**config.mk**
```make
export PLATFORM = sky130hd
export DESIGN_NAME = scale_rotate_blit_address_gen
export DESIGN_NICKNAME = d
export VERILOG_FILES = /design/src/hdl/srb_pkg.sv /design/src/hdl/scale_rotate_blit_address_gen.sv
export VERILOG_INCLUDE_DIRS = /design/src /design/src/hdl
export SDC_FILE = /design/constraint.sdc
export NUM_CORES = 2
export LEC_CHECK = 0
export BUFFER_PORTS_ARGS = -buffer_cell sky130_fd_sc_hd__clkbuf_2
export CAP_MARGIN = 0
export CORE_MARGIN = 10
export CORE_UTILIZATION = 45
export DETAILED_ROUTE_END_ITERATION = 8
export PLACE_DENSITY = 0.6
export SYNTH_ARGS = -nofsm -noshare
export SYNTH_HDL_FRONTEND = slang
export SYNTH_SLANG_ARGS = --single-unit
```
**constraint.sdc**
```tcl
create_clock -name i_clk -period 17.35 [get_ports i_clk]
set_input_delay 0.8675 -clock i_clk [delete_from_list [all_inputs] [get_ports i_clk]]
set_output_delay 0.8675 -clock i_clk [all_outputs]
set_load 0.02 [all_outputs]
```
**src/hdl/scale_rotate_blit_address_gen_defines.svh**
```systemverilog
// assertion macros for the blit address generator
`ifndef SCALE_ROTATE_BLIT_ADDRESS_GEN_DEFINES_SVH
`define SCALE_ROTATE_BLIT_ADDRESS_GEN_DEFINES_SVH

// same-cycle implication, checked out of reset
`define SRB_ASSERT(lbl, pre, post, msg) \
    lbl: assert property (@(posedge i_clk) disable iff (!i_rst_n) (pre) |-> (post)) \
        else $error(msg);

// next-cycle implication, checked out of reset
`define SRB_ASSERT_NEXT(lbl, pre, post, msg) \
    lbl: assert property (@(posedge i_clk) disable iff (!i_rst_n) (pre) |=> (post)) \
        else $error(msg);

`endif

```
**src/hdl/srb_pkg.sv**
```systemverilog
// types, constants and helpers shared by the blit address generator
`timescale 1ns / 1ps
package srb_pkg;

    localparam int CRD_W  = 11;
    localparam int DIM_W  = 12;
    localparam int OFS_W  = 24;
    localparam int WS_W   = 22;
    localparam int BPP_W  = 2;
    localparam int IDX_W  = 3;
    localparam int CFG_W  = 22;
    localparam int NUM_W  = CRD_W + DIM_W;
    localparam int MAX_DIM_DEF = 2048;

    typedef enum logic [1:0] {
        TURN_0   = 2'd0,
        TURN_90  = 2'd1,
        TURN_180 = 2'd2,
        TURN_270 = 2'd3
    } t_turn;

    typedef enum logic [IDX_W-1:0] {
        CFG_TURN         = 3'd0,
        CFG_PIXEL_BYTES  = 3'd1,
        CFG_SRC_COLS     = 3'd2,
        CFG_SRC_ROWS     = 3'd3,
        CFG_WIN_COLS     = 3'd4,
        CFG_WIN_ROWS     = 3'd5,
        CFG_PANEL_COLS   = 3'd6,
        CFG_WINDOW_START = 3'd7
    } t_cfg_idx;

    typedef struct packed {
        logic [CRD_W-1:0] col;
        logic [CRD_W-1:0] row;
    } t_in_item;

    typedef struct packed {
        logic [CRD_W-1:0] src_col;
        logic [CRD_W-1:0] src_row;
        logic [OFS_W-1:0] src_byte_offset;
        logic [OFS_W-1:0] dst_byte_offset;
    } t_out_item;

    // zero counts as one, anything above the limit as the limit
    function automatic logic [DIM_W-1:0] dim_eff(input logic [DIM_W-1:0] v, input int lim);
        logic [DIM_W-1:0] r;
        r = v;
        if (v == '0) begin
            r = DIM_W'(1);
        end else if (32'(v) > lim) begin
            r = DIM_W'(lim);
        end
        return r;
    endfunction

endpackage

```
**src/hdl/scale_rotate_blit_address_gen.sv**
```systemverilog
// top level: pipelined scale and rotate blit address generator
//
// channel   direction  signals                        handshake
// item in   input      i_start, i_item               taken when i_start and not o_busy
// result    output     o_strobe, o_result            one cycle, no back pressure
// config    input      i_cfg_we, i_cfg_idx, i_cfg_data  written when i_cfg_we
//
// one item per clock; the pipeline depth does not depend on MAX_DIM
// (2 setup stages, 6 divider stages at 2 quotient bits each, 3 mirror and offset stages)
// the two divisions by window width and height set the depth
// o_busy is high only while reset is held; synchronous active-low reset clears valid bits
// the result strobe cannot be stalled, so the pipeline advances every cycle
`timescale 1ns / 1ps
`include "scale_rotate_blit_address_gen_defines.svh"
module scale_rotate_blit_address_gen #(
    parameter int MAX_DIM = srb_pkg::MAX_DIM_DEF
) (
    input  logic                     i_clk,
    input  logic                     i_rst_n,
    input  logic                     i_start,
    output logic                     o_busy,
    input  srb_pkg::t_in_item        i_item,
    output logic                     o_strobe,
    output srb_pkg::t_out_item       o_result,
    input  logic                     i_cfg_we,
    input  logic [srb_pkg::IDX_W-1:0] i_cfg_idx,
    input  logic [srb_pkg::CFG_W-1:0] i_cfg_data
);
    import srb_pkg::*;

    localparam int NSTG = DIM_W / 2;
    localparam int DLY  = NSTG;
    localparam int LAT  = NSTG + 5;

    // configuration registers
    t_turn             r_turn;
    logic [BPP_W-1:0]  r_bpp;
    logic [DIM_W-1:0]  r_src_cols, r_src_rows, r_win_cols, r_win_rows, r_panel_cols;
    logic [WS_W-1:0]   r_ws;

    always_ff @(posedge i_clk) begin
        if (!i_rst_n) begin
            r_turn       <= TURN_0;
            r_bpp        <= BPP_W'(2);
            r_src_cols   <= DIM_W'(320);
            r_src_rows   <= DIM_W'(240);
            r_win_cols   <= DIM_W'(320);
            r_win_rows   <= DIM_W'(240);
            r_panel_cols <= DIM_W'(320);
            r_ws         <= '0;
        end else if (i_cfg_we) begin
            unique case (t_cfg_idx'(i_cfg_idx))
                CFG_TURN:         r_turn       <= t_turn'(i_cfg_data[1:0]);
                CFG_PIXEL_BYTES:  r_bpp        <= i_cfg_data[BPP_W-1:0];
                CFG_SRC_COLS:     r_src_cols   <= i_cfg_data[DIM_W-1:0];
                CFG_SRC_ROWS:     r_src_rows   <= i_cfg_data[DIM_W-1:0];
                CFG_WIN_COLS:     r_win_cols   <= i_cfg_data[DIM_W-1:0];
                CFG_WIN_ROWS:     r_win_rows   <= i_cfg_data[DIM_W-1:0];
                CFG_PANEL_COLS:   r_panel_cols <= i_cfg_data[DIM_W-1:0];
                CFG_WINDOW_START: r_ws         <= i_cfg_data[WS_W-1:0];
                default: ;
            endcase
        end
    end

    logic [DIM_W-1:0] sw, sh, ww, wh, pw;
    logic             swap, mir_x, mir_y;
    assign sw = dim_eff(r_src_cols, MAX_DIM);
    assign sh = dim_eff(r_src_rows, MAX_DIM);
    assign ww = dim_eff(r_win_cols, MAX_DIM);
    assign wh = dim_eff(r_win_rows, MAX_DIM);
    assign pw = dim_eff(r_panel_cols, MAX_DIM);
    assign swap  = (r_turn == TURN_90) || (r_turn == TURN_270);
    assign mir_x = (r_turn == TURN_90) || (r_turn == TURN_180);
    assign mir_y = (r_turn == TURN_180) || (r_turn == TURN_270);

    logic accept;
    assign o_busy = ~i_rst_n;
    assign accept = i_start & ~o_busy;

    // stage 1: clamp to the window
    logic             r_v1;
    logic [CRD_W-1:0] r_x1, r_y1;
    logic [CRD_W-1:0] n_x1, n_y1;

    always_comb begin
        n_x1 = i_item.col;
        n_y1 = i_item.row;
        if ({1'b0, i_item.col} >= ww) n_x1 = CRD_W'(ww - DIM_W'(1));
        if ({1'b0, i_item.row} >= wh) n_y1 = CRD_W'(wh - DIM_W'(1));
    end

    // stage 2: numerators of both divisions and the panel row product
    logic [CRD_W-1:0] pa, pb;
    assign pa = swap ? r_y1 : r_x1;
    assign pb = swap ? r_x1 : r_y1;

    logic [NUM_W-1:0] r_yp2;
    logic [CRD_W-1:0] r_x2;

    // divider lanes: a gives source column, b gives source row
    logic             r_vd [0:NSTG];
    logic [NUM_W-1:0] r_ra [0:NSTG];
    logic [NUM_W-1:0] r_rb [0:NSTG];
    logic [DIM_W-1:0] r_qa [0:NSTG];
    logic [DIM_W-1:0] r_qb [0:NSTG];
    logic [DIM_W-1:0] da, db;
    assign da = swap ? wh : ww;
    assign db = swap ? ww : wh;

    logic [NUM_W-1:0] n_ra [1:NSTG];
    logic [NUM_W-1:0] n_rb [1:NSTG];
    logic [DIM_W-1:0] n_qa [1:NSTG];
    logic [DIM_W-1:0] n_qb [1:NSTG];

    genvar k;
    generate
        for (k = 1; k <= NSTG; k++) begin : g_div
            always_comb begin
                int bitn;
                n_ra[k] = r_ra[k-1];
                n_rb[k] = r_rb[k-1];
                n_qa[k] = r_qa[k-1];
                n_qb[k] = r_qb[k-1];
                for (int j = 0; j < 2; j++) begin
                    bitn = DIM_W - 1 - 2 * (k - 1) - j;
                    if ((n_ra[k] >> bitn) >= NUM_W'(da)) begin
                        n_ra[k] = n_ra[k] - (NUM_W'(da) << bitn);
                        n_qa[k][bitn] = 1'b1;
                    end
                    if ((n_rb[k] >> bitn) >= NUM_W'(db)) begin
                        n_rb[k] = n_rb[k] - (NUM_W'(db) << bitn);
                        n_qb[k][bitn] = 1'b1;
                    end
                end
            end

            always_ff @(posedge i_clk) begin
                r_ra[k] <= n_ra[k];
                r_rb[k] <= n_rb[k];
                r_qa[k] <= n_qa[k];
                r_qb[k] <= n_qb[k];
            end
        end
    endgenerate

    // destination offset path, runs beside the divider
    logic [OFS_W-1:0] r_dsum3, r_dmul4;
    logic [OFS_W-1:0] r_dst [0:DLY-1];

    // stages after the divider: mirror, linear index, byte scale
    logic             r_v9, r_v10, r_vo;
    logic [DIM_W-1:0] r_sx9, r_sy9, r_sx10, r_sy10;
    logic [OFS_W-1:0] r_lin10;

    always_ff @(posedge i_clk) begin
        r_x1 <= n_x1;
        r_y1 <= n_y1;

        r_ra[0] <= NUM_W'(pa) * NUM_W'(sw);
        r_rb[0] <= NUM_W'(pb) * NUM_W'(sh);
        r_qa[0] <= '0;
        r_qb[0] <= '0;
        r_yp2   <= NUM_W'(r_y1) * NUM_W'(pw);
        r_x2    <= r_x1;

        r_dsum3 <= OFS_W'(r_ws) + OFS_W'(r_yp2) + OFS_W'(r_x2);
        r_dmul4 <= r_dsum3 * OFS_W'(r_bpp);
        r_dst[0] <= r_dmul4;
        for (int i = 1; i < DLY; i++) r_dst[i] <= r_dst[i-1];

        r_sx9  <= mir_x ? (sw - DIM_W'(1) - r_qa[NSTG]) : r_qa[NSTG];
        r_sy9  <= mir_y ? (sh - DIM_W'(1) - r_qb[NSTG]) : r_qb[NSTG];
        r_sx10 <= r_sx9;
        r_sy10 <= r_sy9;
        r_lin10 <= OFS_W'(r_sy9) * OFS_W'(sw) + OFS_W'(r_sx9);

        o_result.src_col         <= r_sx10[CRD_W-1:0];
        o_result.src_row         <= r_sy10[CRD_W-1:0];
        o_result.src_byte_offset <= r_lin10 * OFS_W'(r_bpp);
        o_result.dst_byte_offset <= r_dst[DLY-1];
    end

    always_ff @(posedge i_clk) begin
        if (!i_rst_n) begin
            r_v1  <= 1'b0;
            r_v9  <= 1'b0;
            r_v10 <= 1'b0;
            r_vo  <= 1'b0;
            for (int i = 0; i <= NSTG; i++) r_vd[i] <= 1'b0;
        end else begin
            r_v1    <= accept;
            r_vd[0] <= r_v1;
            for (int i = 1; i <= NSTG; i++) r_vd[i] <= r_vd[i-1];
            r_v9  <= r_vd[NSTG];
            r_v10 <= r_v9;
            r_vo  <= r_v10;
        end
    end

    assign o_strobe = r_vo;

    `SRB_ASSERT(a_latency, o_strobe, $past(accept, LAT), "result without an item at fixed latency")
    `SRB_ASSERT_NEXT(a_enter, accept, r_v1, "accepted item did not enter the pipeline")
    `SRB_ASSERT(a_qa_range, r_vd[NSTG], r_qa[NSTG] < sw, "column quotient beyond source width")
    `SRB_ASSERT(a_rem_range, r_vd[NSTG], (r_ra[NSTG] < NUM_W'(da)) && (r_rb[NSTG] < NUM_W'(db)),
        "divider remainder not below divisor")

endmodule

```
==> parameters.txt <==
Parameter                              Value

Final layout
  Proportion of layout cells with a drive suffix above 1    around 7.5%
  Final core area utilization    between 40 and 50%
  Top library cells by usage in the layout, fill and taps aside    sky130_fd_sc_hd__dfxtp_1, sky130_fd_sc_hd__inv_1, sky130_fd_sc_hd__nand2_1, sky130_fd_sc_hd__ha_1, sky130_fd_sc_hd__nor2_1
  Synthesis-to-layout area growth    9.001%
  Most common cell after layout, fill and taps aside    sky130_fd_sc_hd__dfxtp_1
  Number of diodes    0
  Summed area of non-filler cells in the final layout    about 0.068 mm²
  Count of nets after finishing    8201
  FILL cells    approximately 13000

Yosys
  Post-synthesis adder-cell area fraction    26.05%
  Number of warnings printed during yosys synthesis    0
  Proportion of synthesized area in mux cells    under 10%
  Cell Area, Synth    approximately 0.062 mm²
  Portion of synthesized cell area occupied by the leading cell type    27.23%
  Seq cells post-synth    approximately 850
  Dominant cells by area after synthesis    sky130_fd_sc_hd__dfxtp_1, sky130_fd_sc_hd__fa_1, sky130_fd_sc_hd__ha_1, sky130_fd_sc_hd__xnor2_1, sky130_fd_sc_hd__inv_1
  Post-synth EDFFs    0
  Number of nets in the synthesized netlist    around 8200
  Main combinational cell family by area after synthesis    adder cells
  Number of instances in the synthesized netlist    between 7000 and 8000
  Number of distinct library cells after synthesis    roughly 120
  Per-instance average area after synthesis    approximately 9 µm²
  Cell taking the most area after synthesis    sky130_fd_sc_hd__dfxtp_1
  Prevailing post-synth register cell    sky130_fd_sc_hd__dfxtp_1
  Post-synthesis share of cell area spent on xor and xnor gates    under 10%
  Fraction of the mapped netlist area in compound gates    a little over an eighth
  Sequential cell area fraction in the yosys report    around 27%
  Share of synthesized cell area in and, or, nand and nor gates    17.82%
  Share of flip-flops with an asynchronous set or reset after synthesis    0%

Timing
  Tcrit/Tclk final    a little under three fifths
  Setup repair after global routing missed its margin    no
  Setup tns final    0 ps
  Final number of hold-violating endpoints    0
  Maximum operating frequency    slightly above 100 MHz
  Count of final setup violators    0
  Clock Skews    slightly below 50 ps
  Shortest period the worst path allows    roughly 9600 ps
  Number of pins exceeding their max-slew limit in the final report    0
  Relative slew slack    14.98%
  Tightest Pin Transition    roughly 1300 ps

Pwr
  Peak VDD IR    roughly 0.17 mV
  Power density relative to cell area    182.7 mW/mm²
  Static power due to leakage    a little over 30 nW
  Switching power    about 5.4 mW
  Comb pwr share    between 50% and 60%
  Relative contribution of sequential cells to total power    24.9%
  Sw Share    between 40% and 50%
  Post-layout power    about 12 mW
  Internal cell power    about 7.0 mW
  Clock network fraction of design power    16.5%

Clock tree
  Buffer levels on the longest clock path    3
  Clock-pin slew on the worst setup and hold paths    60 ps
  Clk_lat worst skew    720 ps
  Cts-stage hold buffer count    0
  CTS H-tree depth    3
  CTS root buffer    sky130_fd_sc_hd__clkbuf_16
  Sinks on the clock net    ~850
  Count of cells resized by post-cts repair    0
  Post CTS Setup Buffer Count    0
  Clock tree from TritonCTS    done
  Total CTS buffers    95

Floorplan
  Area of the core region    ~0.14 mm²
  Die area    between 0.15 and 0.2 mm²
  Number of cell rows    136
  Initial core utilization    45.24%
  Die height    around 390 µm
  Total I/O pin count    between 100 and 150
  Horizontal die dimension    roughly 390 µm

Setup path
  Critical path fanouts, max    36
  Crit Path Category    flip-flop to flip-flop
  Arrival time at the worst endpoint    around 10000 ps
  Category of the worst setup path launch point    flip-flop
  CP required    ~18000 ps
  Critical Path End Type    flip-flop
  Delay contributed by the slowest stage of the critical path    between 900 and 1000 ps
  Worst-path cell with the longest stage delay    sky130_fd_sc_hd__or4b_1
  Most common cell type on the critical path    sky130_fd_sc_hd__o21ai_0

Placed design
  Post-detail-place hpwl    between 100000 and 150000 µm
  Post-DP Area    roughly 0.064 mm²
  Number of input and output port buffers inserted    122
  Final RePlAce weighted congestion    between 0.8 and 0.9

Drt
  Final Routed Wirelength    about 160000 µm
  Post-route DRC    0
  TritonRoute pass-1 iters    6
  Number of design-rule violations left by the first detailed-router iteration    3006
  Average wire per standard cell    ~18 µm
  Via count    just under 50000
  Number of vias per cell    ~5.4
  ANT nets after route    0

Global routing
  Via count of the first global-routing pass    about 48000
  Largest net degree at the start of global routing    72
  Overall global routing resource usage    20.68%
  Wire length of the first global-routing pass    257700 µm
  Congestion Overflow GR    0
  Antenna violations before repair    4

Run status
  Status    finished clean

Job
  Max-capacitance violation count    0

Hold path
  Path class of the lowest-slack min-delay path    flip-flop to flip-flop
## power groups by stage
stage	Sequential [mW]	Combinational (mW)	Clock, mW
floorplan	2.95	5.74	0
global placement	3.12	7.12	0
detailed placement	3.12	7.20	0
CTS	3.08	7.25	2.09
global route	3.15	8.19	2.16
finish	3.08	7.26	2.04
## final timing paths
kind	start	end	slack, ps	cells past startpoint
worst min register to register	r_qb[5][4]$_DFF_P_	r_qb[6][4]$_DFF_P_	310	0
worst min-delay path	r_qb[5][4]$_DFF_P_	r_qb[6][4]$_DFF_P_	310	0
worst max-delay path	r_turn[0]$_SDFFE_PN0P_	r_ra[2][16]$_DFF_P_	7720	31
worst max register to register	r_turn[0]$_SDFFE_PN0P_	r_ra[2][16]$_DFF_P_	7720	31
## per-layer routing
layer  part of all wire, %  global-route usage [%]
met1                    46                   27.77
met2                    46                   34.36
met3                   5.2                   2.994
met4                   3.0                   6.128
met5                 0.028                       0
## kinds of logic (layout without fill, tap and decap cells)
family,Yosys count,after routing
AO/OA/AOI/OAI,1254,1254
XOR/XNOR,494,494
adder cells (fa/ha/maj),1052,1052
buffers and inverters,1018,1137
flip-flops,845,845
multiplexers,140,140
AND/OR/NAND/NOR,2296,2296
## synth_stat cells, types with 13 or more instances
cell,number
sky130_fd_sc_hd__dfxtp_1,845
sky130_fd_sc_hd__inv_1,767
sky130_fd_sc_hd__nand2_1,745
sky130_fd_sc_hd__ha_1,592
sky130_fd_sc_hd__nor2_1,529
sky130_fd_sc_hd__fa_1,416
sky130_fd_sc_hd__a21oi_1,387
sky130_fd_sc_hd__xnor2_1,379
sky130_fd_sc_hd__and2_1,303
sky130_fd_sc_hd__o21ai_0,260
sky130_fd_sc_hd__clkbuf_1,176
sky130_fd_sc_hd__nor3_1,137
sky130_fd_sc_hd__xor2_1,114
sky130_fd_sc_hd__nand3_1,109
sky130_fd_sc_hd__nand2b_1,96
sky130_fd_sc_hd__a21o_1,95
sky130_fd_sc_hd__nor2b_1,94
sky130_fd_sc_hd__mux2_2,81
sky130_fd_sc_hd__and3_1,55
sky130_fd_sc_hd__mux2i_1,52
sky130_fd_sc_hd__a31oi_1,50
sky130_fd_sc_hd__o21a_1,47
sky130_fd_sc_hd__a211oi_1,45
sky130_fd_sc_hd__or3_1,45
sky130_fd_sc_hd__nand4_1,44
sky130_fd_sc_hd__o31ai_1,44
sky130_fd_sc_hd__a21boi_0,39
sky130_fd_sc_hd__maj3_1,39
sky130_fd_sc_hd__o211ai_1,37
sky130_fd_sc_hd__nor4_1,35
sky130_fd_sc_hd__o21bai_1,33
sky130_fd_sc_hd__buf_2,31
sky130_fd_sc_hd__or2_2,26
sky130_fd_sc_hd__buf_1,17
sky130_fd_sc_hd__a31o_2,16
sky130_fd_sc_hd__a2111oi_0,13
sky130_fd_sc_hd__or4_1,13
## layout make-up
| class | count | area (µm²) | share of cell area, % |
|---|---|---|---|
| clock buffers | 123 | 2693 | 3.977 |
| clock inverters | 50 | 521.8 | 0.7706 |
| inverters | 784 | 2945 | 4.350 |
| multi-input cells | 5236 | 41340 | 61.06 |
| flip-flops and latches | 845 | 16920 | 24.99 |
| well taps | 1794 | 2245 | 3.315 |
| repair buffers | 180 | 1046 | 1.545 |
## critical path: cells and delay by family, from the launching register on
| kind | cells | cell delay, ps |
|---|---|---|
| compound gates | 16 | 3420 |
| mux | 2 | 730 |
| fa+ha+maj | 5 | 1480 |
| simple gates | 5 | 2850 |
| flops | 1 | 610 |
| buf+inv | 3 | 390 |
## per-stage QoR
step           setup WS, ps  hold slack, ps  std cells
2_1_floorplan          9178           309.6       7099
3_3_place_gp           8113           311.3       8839
3_5_place_dp           7868           312.1       8839
4_1_cts                7846           321.0       9012
5_1_grt                7027           322.2       9012
6_report               7720           311.9       9012
## sequential cells by signal, summed over array words and instances, names as in the netlist, 42 cells and up
register and cells:
o_result 70, r_dst 144, r_qa 42, r_qb 42, r_ra 138, r_rb 138
(Power assumes the default switching activity.)
